$ cat config.mk
export PLATFORM = sky130hd
export DESIGN_NAME = hard_swish_fp16_unit
export DESIGN_NICKNAME = d
export VERILOG_FILES = /design/src/hdl/hsw_pkg.sv /design/src/hdl/hsw_front.sv /design/src/hdl/hsw_scale.sv /design/src/hdl/hsw_narrow.sv /design/src/hdl/hard_swish_fp16_unit.sv
export SDC_FILE = /design/constraint.sdc
export NUM_CORES = 2
export LEC_CHECK = 0
export ABC_CLOCK_PERIOD_IN_PS = 21700
export BUFFER_PORTS_ARGS = -buffer_cell sky130_fd_sc_hd__buf_2
export CELL_PAD_IN_SITES_DETAIL_PLACEMENT = 1
export CELL_PAD_IN_SITES_GLOBAL_PLACEMENT = 2
export CORE_MARGIN = 3
export CORE_UTILIZATION = 44
export DETAILED_ROUTE_END_ITERATION = 7
export PLACE_DENSITY = 0.82
export SLEW_MARGIN = 10
export SYNTH_ARGS = -nofsm -noshare
export SYNTH_HDL_FRONTEND = slang
export SYNTH_SLANG_ARGS = --single-unit
$ cat constraint.sdc
create_clock -name i_clk -period 21.7 [get_ports i_clk]
set_input_delay 5.425 -clock i_clk [delete_from_list [all_inputs] [get_ports i_clk]]
set_output_delay 5.425 -clock i_clk [all_outputs]
set_load 0.005 [all_outputs]
$ cat src/hdl/hsw_pkg.sv
// Shared types and constants for the fp16 hard-swish pipeline.
package hsw_pkg;

    // Side information that travels with each word down the pipe
    typedef struct packed {
        logic        vld;   // stage holds a word
        logic        spec;  // NaN or infinity input, result is fixed
        logic        sgn;   // sign of x, also the sign of a non-special result
        logic [15:0] sval;  // result for special inputs
    } t_tag;

    // clamp bounds in fixed point with 24 fraction bits
    localparam logic [26:0] C_THREE_FIX = 27'h300_0000;
    localparam logic [26:0] C_SIX_FIX   = 27'h600_0000;

    // significand of the binary32 constant 1/6 (0x3E2AAAAB), value K * 2^-26
    localparam logic [23:0] C_INV6_SIG  = 24'hAA_AAAB;

    // binary16 codes
    localparam logic [15:0] H_POS_INF   = 16'h7C00;
    localparam logic [15:0] H_DEF_NAN   = 16'h7E00;
    localparam logic [15:0] H_QUIET_BIT = 16'h0200;

endpackage

$ cat src/hdl/hsw_front.sv
// Input decode, x + 3 in fixed point, binary32 rounding and clamp to [0, 6].
module hsw_front (
    input  logic             i_clk,
    input  logic             i_rst_n,
    input  logic             i_en,
    input  logic             i_valid,
    input  logic [15:0]      i_x,
    output hsw_pkg::t_tag    o_tag,
    output logic [10:0]      o_mx,
    output logic [4:0]       o_ex,
    output logic [26:0]      o_c
);

    logic               sgn;
    logic [4:0]         ef;
    logic [9:0]         man;
    logic               ge3;
    logic [10:0]        mx;
    logic [4:0]         ex;
    logic [26:0]        xfix;
    logic [26:0]        n_a_t;
    hsw_pkg::t_tag      n_a_tag;

    hsw_pkg::t_tag      r_a_tag;
    logic [10:0]        r_a_mx;
    logic [4:0]         r_a_ex;
    logic [26:0]        r_a_t;
    logic               r_a_lo;
    logic               r_a_hi;

    logic               g;
    logic               st;
    logic               lsb;
    logic [26:0]        unit;
    logic [26:0]        base;
    logic [26:0]        rnd;
    logic [26:0]        n_b_c;

    hsw_pkg::t_tag      r_b_tag;
    logic [10:0]        r_b_mx;
    logic [4:0]         r_b_ex;
    logic [26:0]        r_b_c;

    // decode: |x| = mx * 2^(ex-25)
    always_comb begin
        sgn  = i_x[15];
        ef   = i_x[14:10];
        man  = i_x[9:0];
        mx   = (ef == 5'd0) ? {1'b0, man} : {1'b1, man};
        ex   = (ef == 5'd0) ? 5'd1 : ef;
        ge3  = (ef > 5'd16) || ((ef == 5'd16) && (man >= 10'h200));
        xfix = 27'(mx) << (ex - 5'd1);
        n_a_t = sgn ? (hsw_pkg::C_THREE_FIX - xfix) : (hsw_pkg::C_THREE_FIX + xfix);
        n_a_tag.vld  = i_valid;
        n_a_tag.spec = (ef == 5'h1F);
        n_a_tag.sgn  = sgn;
        if (man != 10'd0) begin
            n_a_tag.sval = i_x | hsw_pkg::H_QUIET_BIT;
        end else if (sgn) begin
            n_a_tag.sval = hsw_pkg::H_DEF_NAN;
        end else begin
            n_a_tag.sval = hsw_pkg::H_POS_INF;
        end
    end

    // stage A
    always_ff @(posedge i_clk) begin
        if (!i_rst_n) begin
            r_a_tag.vld <= 1'b0;
        end else if (i_en) begin
            r_a_tag.vld <= n_a_tag.vld;
        end
        if (i_en) begin
            r_a_tag.spec <= n_a_tag.spec;
            r_a_tag.sgn  <= n_a_tag.sgn;
            r_a_tag.sval <= n_a_tag.sval;
            r_a_mx       <= mx;
            r_a_ex       <= ex;
            r_a_t        <= n_a_t;
            r_a_lo       <= sgn & ge3;
            r_a_hi       <= ~sgn & ge3;
        end
    end

    // round t to 24 significant bits, nearest even, then clamp
    always_comb begin
        if (r_a_t[26]) begin
            g = r_a_t[2]; st = |r_a_t[1:0]; lsb = r_a_t[3];
            unit = 27'd8; base = {r_a_t[26:3], 3'b000};
        end else if (r_a_t[25]) begin
            g = r_a_t[1]; st = r_a_t[0]; lsb = r_a_t[2];
            unit = 27'd4; base = {r_a_t[26:2], 2'b00};
        end else if (r_a_t[24]) begin
            g = r_a_t[0]; st = 1'b0; lsb = r_a_t[1];
            unit = 27'd2; base = {r_a_t[26:1], 1'b0};
        end else begin
            g = 1'b0; st = 1'b0; lsb = 1'b0;
            unit = 27'd0; base = r_a_t;
        end
        rnd = base + ((g & (st | lsb)) ? unit : 27'd0);
        if (r_a_lo) begin
            n_b_c = 27'd0;
        end else if (r_a_hi) begin
            n_b_c = hsw_pkg::C_SIX_FIX;
        end else begin
            n_b_c = rnd;
        end
    end

    // stage B
    always_ff @(posedge i_clk) begin
        if (!i_rst_n) begin
            r_b_tag.vld <= 1'b0;
        end else if (i_en) begin
            r_b_tag.vld <= r_a_tag.vld;
        end
        if (i_en) begin
            r_b_tag.spec <= r_a_tag.spec;
            r_b_tag.sgn  <= r_a_tag.sgn;
            r_b_tag.sval <= r_a_tag.sval;
            r_b_mx       <= r_a_mx;
            r_b_ex       <= r_a_ex;
            r_b_c        <= n_b_c;
        end
    end

    assign o_tag = r_b_tag;
    assign o_mx  = r_b_mx;
    assign o_ex  = r_b_ex;
    assign o_c   = r_b_c;

    a_clamp_range: assert property (@(posedge i_clk) disable iff (!i_rst_n)
        r_b_tag.vld |-> (r_b_c <= hsw_pkg::C_SIX_FIX))
        else $error("clamped operand above six");

endmodule

$ cat src/hdl/hsw_scale.sv
// x * c and the product times 1/6, each rounded to binary32 nearest even.
module hsw_scale (
    input  logic               i_clk,
    input  logic               i_rst_n,
    input  logic               i_en,
    input  hsw_pkg::t_tag      i_tag,
    input  logic [10:0]        i_mx,
    input  logic [4:0]         i_ex,
    input  logic [26:0]        i_c,
    output hsw_pkg::t_tag      o_tag,
    output logic               o_zero,
    output logic [23:0]        o_sig,
    output logic signed [9:0]  o_exp
);

    hsw_pkg::t_tag      r_m_tag;
    logic [37:0]        r_m_q;
    logic [4:0]         r_m_ex;

    logic [5:0]         lead;
    logic [37:0]        nq;
    logic [24:0]        psum;
    logic               pinc;
    logic [23:0]        n_p_sig;
    logic signed [9:0]  n_p_exp;

    hsw_pkg::t_tag      r_p_tag;
    logic               r_p_zero;
    logic [23:0]        r_p_sig;
    logic signed [9:0]  r_p_exp;

    hsw_pkg::t_tag      r_r_tag;
    logic               r_r_zero;
    logic [47:0]        r_r_prod;
    logic signed [9:0]  r_r_exp;

    logic [23:0]        ykeep;
    logic               yg;
    logic               yst;
    logic [24:0]        ysum;
    logic [23:0]        n_y_sig;
    logic signed [9:0]  n_y_exp;

    hsw_pkg::t_tag      r_y_tag;
    logic               r_y_zero;
    logic [23:0]        r_y_sig;
    logic signed [9:0]  r_y_exp;

    // stage M: exact product, p = q * 2^(ex-49)
    always_ff @(posedge i_clk) begin
        if (!i_rst_n) begin
            r_m_tag.vld <= 1'b0;
        end else if (i_en) begin
            r_m_tag.vld <= i_tag.vld;
        end
        if (i_en) begin
            r_m_tag.spec <= i_tag.spec;
            r_m_tag.sgn  <= i_tag.sgn;
            r_m_tag.sval <= i_tag.sval;
            r_m_q        <= 38'(i_mx) * 38'(i_c);
            r_m_ex       <= i_ex;
        end
    end

    // normalize and round the product to 24 bits
    always_comb begin
        lead = 6'd0;
        for (int i = 0; i < 38; i++) begin
            if (r_m_q[i]) lead = 6'(i);
        end
        nq      = r_m_q << (6'd37 - lead);
        pinc    = nq[13] & ((|nq[12:0]) | nq[14]);
        psum    = {1'b0, nq[37:14]} + {24'd0, pinc};
        n_p_sig = psum[24] ? 24'h80_0000 : psum[23:0];
        n_p_exp = $signed({5'd0, r_m_ex}) + $signed({4'd0, lead})
                  - 10'sd72 + $signed({9'd0, psum[24]});
    end

    // stage P
    always_ff @(posedge i_clk) begin
        if (!i_rst_n) begin
            r_p_tag.vld <= 1'b0;
        end else if (i_en) begin
            r_p_tag.vld <= r_m_tag.vld;
        end
        if (i_en) begin
            r_p_tag.spec <= r_m_tag.spec;
            r_p_tag.sgn  <= r_m_tag.sgn;
            r_p_tag.sval <= r_m_tag.sval;
            r_p_zero     <= (r_m_q == 38'd0);
            r_p_sig      <= n_p_sig;
            r_p_exp      <= n_p_exp;
        end
    end

    // stage R: times the 1/6 significand
    always_ff @(posedge i_clk) begin
        if (!i_rst_n) begin
            r_r_tag.vld <= 1'b0;
        end else if (i_en) begin
            r_r_tag.vld <= r_p_tag.vld;
        end
        if (i_en) begin
            r_r_tag.spec <= r_p_tag.spec;
            r_r_tag.sgn  <= r_p_tag.sgn;
            r_r_tag.sval <= r_p_tag.sval;
            r_r_zero     <= r_p_zero;
            r_r_prod     <= 48'(r_p_sig) * 48'(hsw_pkg::C_INV6_SIG);
            r_r_exp      <= r_p_exp;
        end
    end

    // round to 24 bits; leading one sits at bit 47 or 46
    always_comb begin
        if (r_r_prod[47]) begin
            ykeep = r_r_prod[47:24]; yg = r_r_prod[23]; yst = |r_r_prod[22:0];
        end else begin
            ykeep = r_r_prod[46:23]; yg = r_r_prod[22]; yst = |r_r_prod[21:0];
        end
        ysum    = {1'b0, ykeep} + {24'd0, yg & (yst | ykeep[0])};
        n_y_sig = ysum[24] ? 24'h80_0000 : ysum[23:0];
        n_y_exp = r_r_exp - 10'sd3 + $signed({9'd0, r_r_prod[47]})
                  + $signed({9'd0, ysum[24]});
    end

    // stage Y: y = sig * 2^exp
    always_ff @(posedge i_clk) begin
        if (!i_rst_n) begin
            r_y_tag.vld <= 1'b0;
        end else if (i_en) begin
            r_y_tag.vld <= r_r_tag.vld;
        end
        if (i_en) begin
            r_y_tag.spec <= r_r_tag.spec;
            r_y_tag.sgn  <= r_r_tag.sgn;
            r_y_tag.sval <= r_r_tag.sval;
            r_y_zero     <= r_r_zero;
            r_y_sig      <= n_y_sig;
            r_y_exp      <= n_y_exp;
        end
    end

    assign o_tag  = r_y_tag;
    assign o_zero = r_y_zero;
    assign o_sig  = r_y_sig;
    assign o_exp  = r_y_exp;

    a_p_norm: assert property (@(posedge i_clk) disable iff (!i_rst_n)
        (r_p_tag.vld && !r_p_tag.spec && !r_p_zero) |-> r_p_sig[23])
        else $error("product significand not normalized");

    a_y_norm: assert property (@(posedge i_clk) disable iff (!i_rst_n)
        (r_y_tag.vld && !r_y_tag.spec && !r_y_zero) |-> r_y_sig[23])
        else $error("scaled significand not normalized");

    a_zero_flow: assert property (@(posedge i_clk) disable iff (!i_rst_n)
        (i_en && r_p_tag.vld) |=> (r_r_zero == $past(r_p_zero)))
        else $error("zero flag lost between stages");

endmodule

$ cat src/hdl/hsw_narrow.sv
// Binary32 to binary16 rounding (nearest even) and the output register.
module hsw_narrow (
    input  logic               i_clk,
    input  logic               i_rst_n,
    input  logic               i_en,
    input  hsw_pkg::t_tag      i_tag,
    input  logic               i_zero,
    input  logic [23:0]        i_sig,
    input  logic signed [9:0]  i_exp,
    output logic               o_valid,
    output logic [15:0]        o_y
);

    logic signed [9:0]  e;
    logic signed [9:0]  sh;
    logic [47:0]        msh;
    logic [14:0]        q;
    logic               inc;
    logic [14:0]        mag;
    logic [15:0]        n_y;

    logic               r_vld;
    logic [15:0]        r_y;

    // biased half exponent of sig * 2^exp
    always_comb begin
        e   = i_exp + 10'sd38;
        sh  = 10'sd14 - e;
        msh = {i_sig, 24'd0} >> sh[4:0];
        q   = 15'd0;
        inc = 1'b0;
        mag = 15'd0;
        if (e >= 10'sd31) begin
            mag = hsw_pkg::H_POS_INF[14:0];
        end else if (e <= 10'sd0) begin
            if (sh <= 10'sd24) begin
                q   = msh[38:24];
                inc = msh[23] & ((|msh[22:0]) | msh[24]);
                mag = q + {14'd0, inc};
            end
        end else begin
            q   = {e[4:0], i_sig[22:13]};
            inc = i_sig[12] & ((|i_sig[11:0]) | i_sig[13]);
            mag = q + {14'd0, inc};
        end
        if (i_tag.spec) begin
            n_y = i_tag.sval;
        end else if (i_zero) begin
            n_y = {i_tag.sgn, 15'd0};
        end else begin
            n_y = {i_tag.sgn, mag};
        end
    end

    // output register
    always_ff @(posedge i_clk) begin
        if (!i_rst_n) begin
            r_vld <= 1'b0;
        end else if (i_en) begin
            r_vld <= i_tag.vld;
        end
    end

    always_ff @(posedge i_clk) begin
        if (i_en) begin
            r_y <= n_y;
        end
    end

    assign o_valid = r_vld;
    assign o_y     = r_y;

endmodule

$ cat src/hdl/hard_swish_fp16_unit.sv
// Top level of the fp16 hard-swish pipeline: y = x * clamp(x + 3, 0, 6) / 6.
//
//  channel | valid       | ready        | data
//  --------+-------------+--------------+---------
//  input   | i_in_valid  | o_in_ready   | i_x_in
//  output  | o_out_valid | i_out_ready  | o_y_out
//
// Seven register stages: decode/add, round/clamp, x*c, round, *1/6, round, narrow.
// One word per cycle while the output is not stalled; each word passes the seven
// registers in order, and o_out_valid rises when it reaches the narrow stage.
// Reset (synchronous, active low) clears only the stage valid bits.
// The whole pipe advances when the output register is empty or being taken,
// so a stall holds every stage in place and loses or repeats nothing.
module hard_swish_fp16_unit (
    input  logic        i_clk,
    input  logic        i_rst_n,
    input  logic        i_in_valid,
    output logic        o_in_ready,
    input  logic [15:0] i_x_in,
    output logic        o_out_valid,
    input  logic        i_out_ready,
    output logic [15:0] o_y_out
);

    logic               en;
    hsw_pkg::t_tag      f_tag;
    logic [10:0]        f_mx;
    logic [4:0]         f_ex;
    logic [26:0]        f_c;
    hsw_pkg::t_tag      s_tag;
    logic               s_zero;
    logic [23:0]        s_sig;
    logic signed [9:0]  s_exp;

    // global advance
    assign en         = ~o_out_valid | i_out_ready;
    assign o_in_ready = en;

    hsw_front u_front (
        .i_clk   (i_clk),
        .i_rst_n (i_rst_n),
        .i_en    (en),
        .i_valid (i_in_valid),
        .i_x     (i_x_in),
        .o_tag   (f_tag),
        .o_mx    (f_mx),
        .o_ex    (f_ex),
        .o_c     (f_c)
    );

    hsw_scale u_scale (
        .i_clk   (i_clk),
        .i_rst_n (i_rst_n),
        .i_en    (en),
        .i_tag   (f_tag),
        .i_mx    (f_mx),
        .i_ex    (f_ex),
        .i_c     (f_c),
        .o_tag   (s_tag),
        .o_zero  (s_zero),
        .o_sig   (s_sig),
        .o_exp   (s_exp)
    );

    hsw_narrow u_narrow (
        .i_clk   (i_clk),
        .i_rst_n (i_rst_n),
        .i_en    (en),
        .i_tag   (s_tag),
        .i_zero  (s_zero),
        .i_sig   (s_sig),
        .i_exp   (s_exp),
        .o_valid (o_out_valid),
        .o_y     (o_y_out)
    );

endmodule
==> Word-level counts from Yosys, hierarchy flattened <==
Cells that the tools add are included.
W data, S select, Z words.
{ "op_classes": {"add_sub_neg": 17, "mul": 2, "div": 0, "order_cmp": 5, "n_eq_ne": 2, "shifts": 3, "n_mux": 66, "bitwise_logic": 15, "reduce_logical": 12} }
{ "ops": {"columns": ["operator", "count"], "rows": [
  ["$mux W27", 7],
  ["$mux W5", 17],
  ["$mux W15", 4],
  ["$add A24 B1 Y25", 2],
  ["$mul A24 B24 Y48 const B", 1],
  ["$shr A48 B5 Y39", 1],
  ["$reduce_or A23 Y1", 2],
  ["$logic_not A38 Y1", 1],
  ["$mul A11 B27 Y38", 1],
  ["$shl A38 B6 Y38", 1],
  ["$mux W6", 6],
  ["$mux W16", 2],
  ["$mux W4", 8],
  ["$add A10 B2 Y10", 3],
  ["$add A15 B1 Y15", 2],
  ["$add A26 B27 Y27 const A", 1],
  ["$add A27 B27 Y27", 1],
  ["$shl A11 B5 Y27", 1],
  ["$sub A26 B27 Y27 const A", 1],
  ["$mux W25", 1],
  ["$mux W24", 1],
  ["$reduce_or A22 Y1", 1],
  ["$reduce_or A13 Y1", 1],
  ["$mux W3", 4],
  ["26 further kinds", 52]
]} }
{ "totals": {"ff_bits": 391, "latchBits": 0, "ramBits": 0, "romBits": 0, "input_bits": 20, "out_inout_bits": 18, "wordCells": 169, "mem_count": 0} }

==> Depth between registers and ports, before layout <==
{ "logic_depth": {"depth_word": 44, "mapped_depth": 30} }

==> Modules after synthesis <==
A second synthesis with hierarchy kept.
{ "hier_totals": {"hier_cells": 4374, "hier_area_um2": 43815.8} }
{ "modules_own_cells": {"columns": ["module", "n_inst", "cells_each", "area_per_inst_um2", "seq_area_each_um2"], "rows": [
  ["hsw_scale", 1, 3356, 33564.7, 7347.0],
  ["hsw_front", 1, 561, 6491.2, 3763.6],
  ["hsw_narrow", 1, 456, 3753.6, 500.5],
  ["hard_swish_fp16_unit", 1, 1, 6.3, 0.0]
]} }

==> Worst setup path before layout <==
Ideal clock, no wire load.
{ "synth_path": {"path_kind": "input to output", "startpoint": "input i_out_ready", "endpoint": "output o_in_ready", "arrival_ps": 13117, "slack_ps": 3158, "path_stages": 3, "path_cell_list": "nor2b_1 clkbuf_1 inv_1"} }
{ "synth_via": {"elab_chain_len": 1} }
{ "synth_rtl": {"columns": ["item", "line_no", "text"], "rows": [
  ["from (decl)", "hard_swish_fp16_unit.sv:21", "input logic i_out_ready,"],
  ["$or A1 B1 Y1", "hard_swish_fp16_unit.sv:36", "assign en = ~o_out_valid | i_out_ready;"],
  ["to (decl)", "hard_swish_fp16_unit.sv:18", "output logic o_in_ready,"]
]} }
Every way passes these cells.

==> Final worst setup path <==
Ends and elaborated chain as after synthesis.

==> results.toml <==
[run_status]
status = "complete, no violations"

[finish]
regArea_um2 = 11700
nets = 4877
final_design_area_no_fill_um2 = 44800
syn_to_final_growth_pct = 7.05
multi_input_area_um2 = 27100
nFillCells = 10348
diodes = 0
drive_above_1_share_pct = 6.26
layout.cells.non_filler = 5330

[critical_path]
arrival_ns = 6.65
r2r_cells = 24
rrSetupSlack_ns = 13.57
crit_fanout = 67
crit_path_end_kind = "output port"
critical_path_class = "in2out"
regToRegEndpoint = "u_scale.r_r_prod[47]$_DFFE_PP_"
r2r-start = "u_scale.r_p_sig[0]$_SDFFCE_PN0P_"
setup.worst_path.start_class = "primary input"
worstPathRequired_ns = 16.27

[cts]
clk_latency_ns = 0.67
clk_path_buf_depth = 3
cts_tree = "done"
cts.sinks = 391
root_buffer = "clkbuf_16"
clk_pin_slew_ns = 0.06
cts_made_buffers = 47
cts_max_level = 2
cts_setup_buffers = 0
postCtsResizedCells = 0
cts_hold_buf = 0

[drt]
vias = 29498
drtIter0Drc = 1694
wl_met3_mm = 3.57
drc_errors = 0
avgViaCountPerCell = 5.53
wl_met1_mm = 48.3
routed.top_layer = "met4"
firstDrtPassIters = 5
antenna_left = 0
wl_mm = 110
wire_per_inst_um = 20.6
dr_wl_met2_mm = 55.8

[floorplan]
fp.dieH_um = 314
fp.dieW_um = 314
core_area_um2 = 93700
rows = 112
start_util_pct = 44.6
io_pins = 38
die-area_um2 = 98700

[timing]
timing.slew.headroom_pct = 20.1
setup_viol = 0
period_needed_ns = 12.08
min_period_over_period_pct = 55.7
setup_tns_ns = 0
rsz0062_at_grt = "false"
report.final.slew_viol_count = 0
fmax_ghz = 0.0828
fin_worst_skew_ns = 0.0672
worst_pin_slew_ns = 1.20
finalHoldViolCount = 0

[min_path]
hold_depth = 0
min_path_type = "reg2reg"
worstHoldStart = "u_front.o_ex[4]$_DFFE_PP_"
hold_end = "u_scale.r_m_ex[4]$_DFFE_PP_"

[global_route]
antenna_found_initial = 0
grt_pass1_wl_mm = 179
track_usage_pct = 22.8
grt_pass1_vias = 32383
grt_max_degree = 181
grt.overflow.total = 0

[synthesis]
synth_cell_types = 105
syn_inst = 4110
yosysMostFrequentCell = "inv_1"
synthFlopType = "edfxtp_1"
synth_top_area_cell = "edfxtp_1"
syn_nets = 4946
ys_warn_count = 0
avgSynthCellArea_um2 = 10.2
ys_seq_area_share_pct = 27.9
async_flop_share_pct = 0
synth_edf_count = 384
mappedNetlistArea_um2 = 41800
synth_top_cells_by_area = "edfxtp_1 28%, fa_1 21%, ha_1 11%"
synth_common_cells = "593 x inv_1, 448 x fa_1, 435 x nand2_1"
ys_ff_latch = 391
synth_top_area_share_pct = 27.6

[job]
cap_violations = 0

[placement]
dpl_cell_area_um2 = 43100
placedCellCount = 5246
place.port_buffers = 37
hpwl_mm = 85.5
routabilityCongestion = 0.897
==> per-layer routing <==
metal  global-route usage [%]  vias up
met2                     40.6      455
met3                     2.17      119
met5                        0        -
met1                     29.9    15156
met4                     5.43        0
li1                         -    13768
==> critical path: stages <==
cell and delay, ns:
buf_2 0.10, nor2b_1 0.59, inv_8 0.30, buf_2 0.23
==> area by class of cell <==
class | count | area share (%)
Inverter | 599 | 5.05
Clock buffer | 54 | 2.69
Sequential cell | 391 | 26.1
Timing Repair Buffer | 70 | 0.995
Clock inverter | 30 | 1.05
Tap cell | 1254 | 3.51
Multi-Input combinational cell | 2932 | 60.6
==> logic make-up after synthesis <==
kind of cell             synth area share (%)
buffers and inverters                    7.25
AND/OR/NAND/NOR                          13.1
adder cells (fa/ha/maj)                  32.5
XOR/XNOR                                 4.30
flip-flops                               27.9
multiplexers                             5.49
AO/OA/AOI/OAI                            9.51
==> state kept, by name, indices dropped and copies added (netlist names), 11 cells and up <==
register,count
u_narrow.o_y,16
u_front.r_a_t,27
u_scale.r_p_tag,19
u_scale.r_r_tag,19
u_scale.r_m_tag,19
u_scale.r_p_sig,24
u_front.r_a_tag,19
u_front.o_mx,11
u_scale.o_tag,19
u_scale.r_r_prod,48
u_scale.o_sig,24
u_scale.r_m_q,38
u_front.o_c,27
u_front.r_a_mx,11
u_front.o_tag,19
==> layout by cell type (no fill, tap or decap), drive strengths merged, types with 37 or more instances in the layout <==
master and instances:
inv 600, fa 448, nand2 435, edfxtp 384, ha 368, nor2 222, a21oi 162, xnor2 129
and2 123, mux2i 118, o21ai 118, nand3 73, xor2 71, buf 70, nor3 62, clkbuf 54
a21o 42, mux4 37
==> through the flow <==
step | utilization (%) | hold WS, ns | setup WS [ns]
floorplan | - | 0.400 | 3.16
detailed placement | 45.9 | 0.405 | 9.55
global route | 47.7 | 0.397 | 9.47
global placement | 45.9 | 0.401 | 9.60
CTS | 47.7 | 0.404 | 9.54
finish | 47.7 | 0.386 | 9.62
==> worst max path at each step <==
stage | slack (ns) | end | from
after CTS | 9.54 | o_in_ready | i_out_ready
after detailed placement | 9.55 | o_in_ready | i_out_ready
after floorplan | 3.16 | o_in_ready | i_out_ready
after global placement | 9.60 | o_in_ready | i_out_ready
final | 9.62 | o_in_ready | i_out_ready
after global routing | 9.47 | o_in_ready | i_out_ready
Power is not shown: default switching activity piles up to over one toggle a cycle in this logic, so the estimate is an artifact.
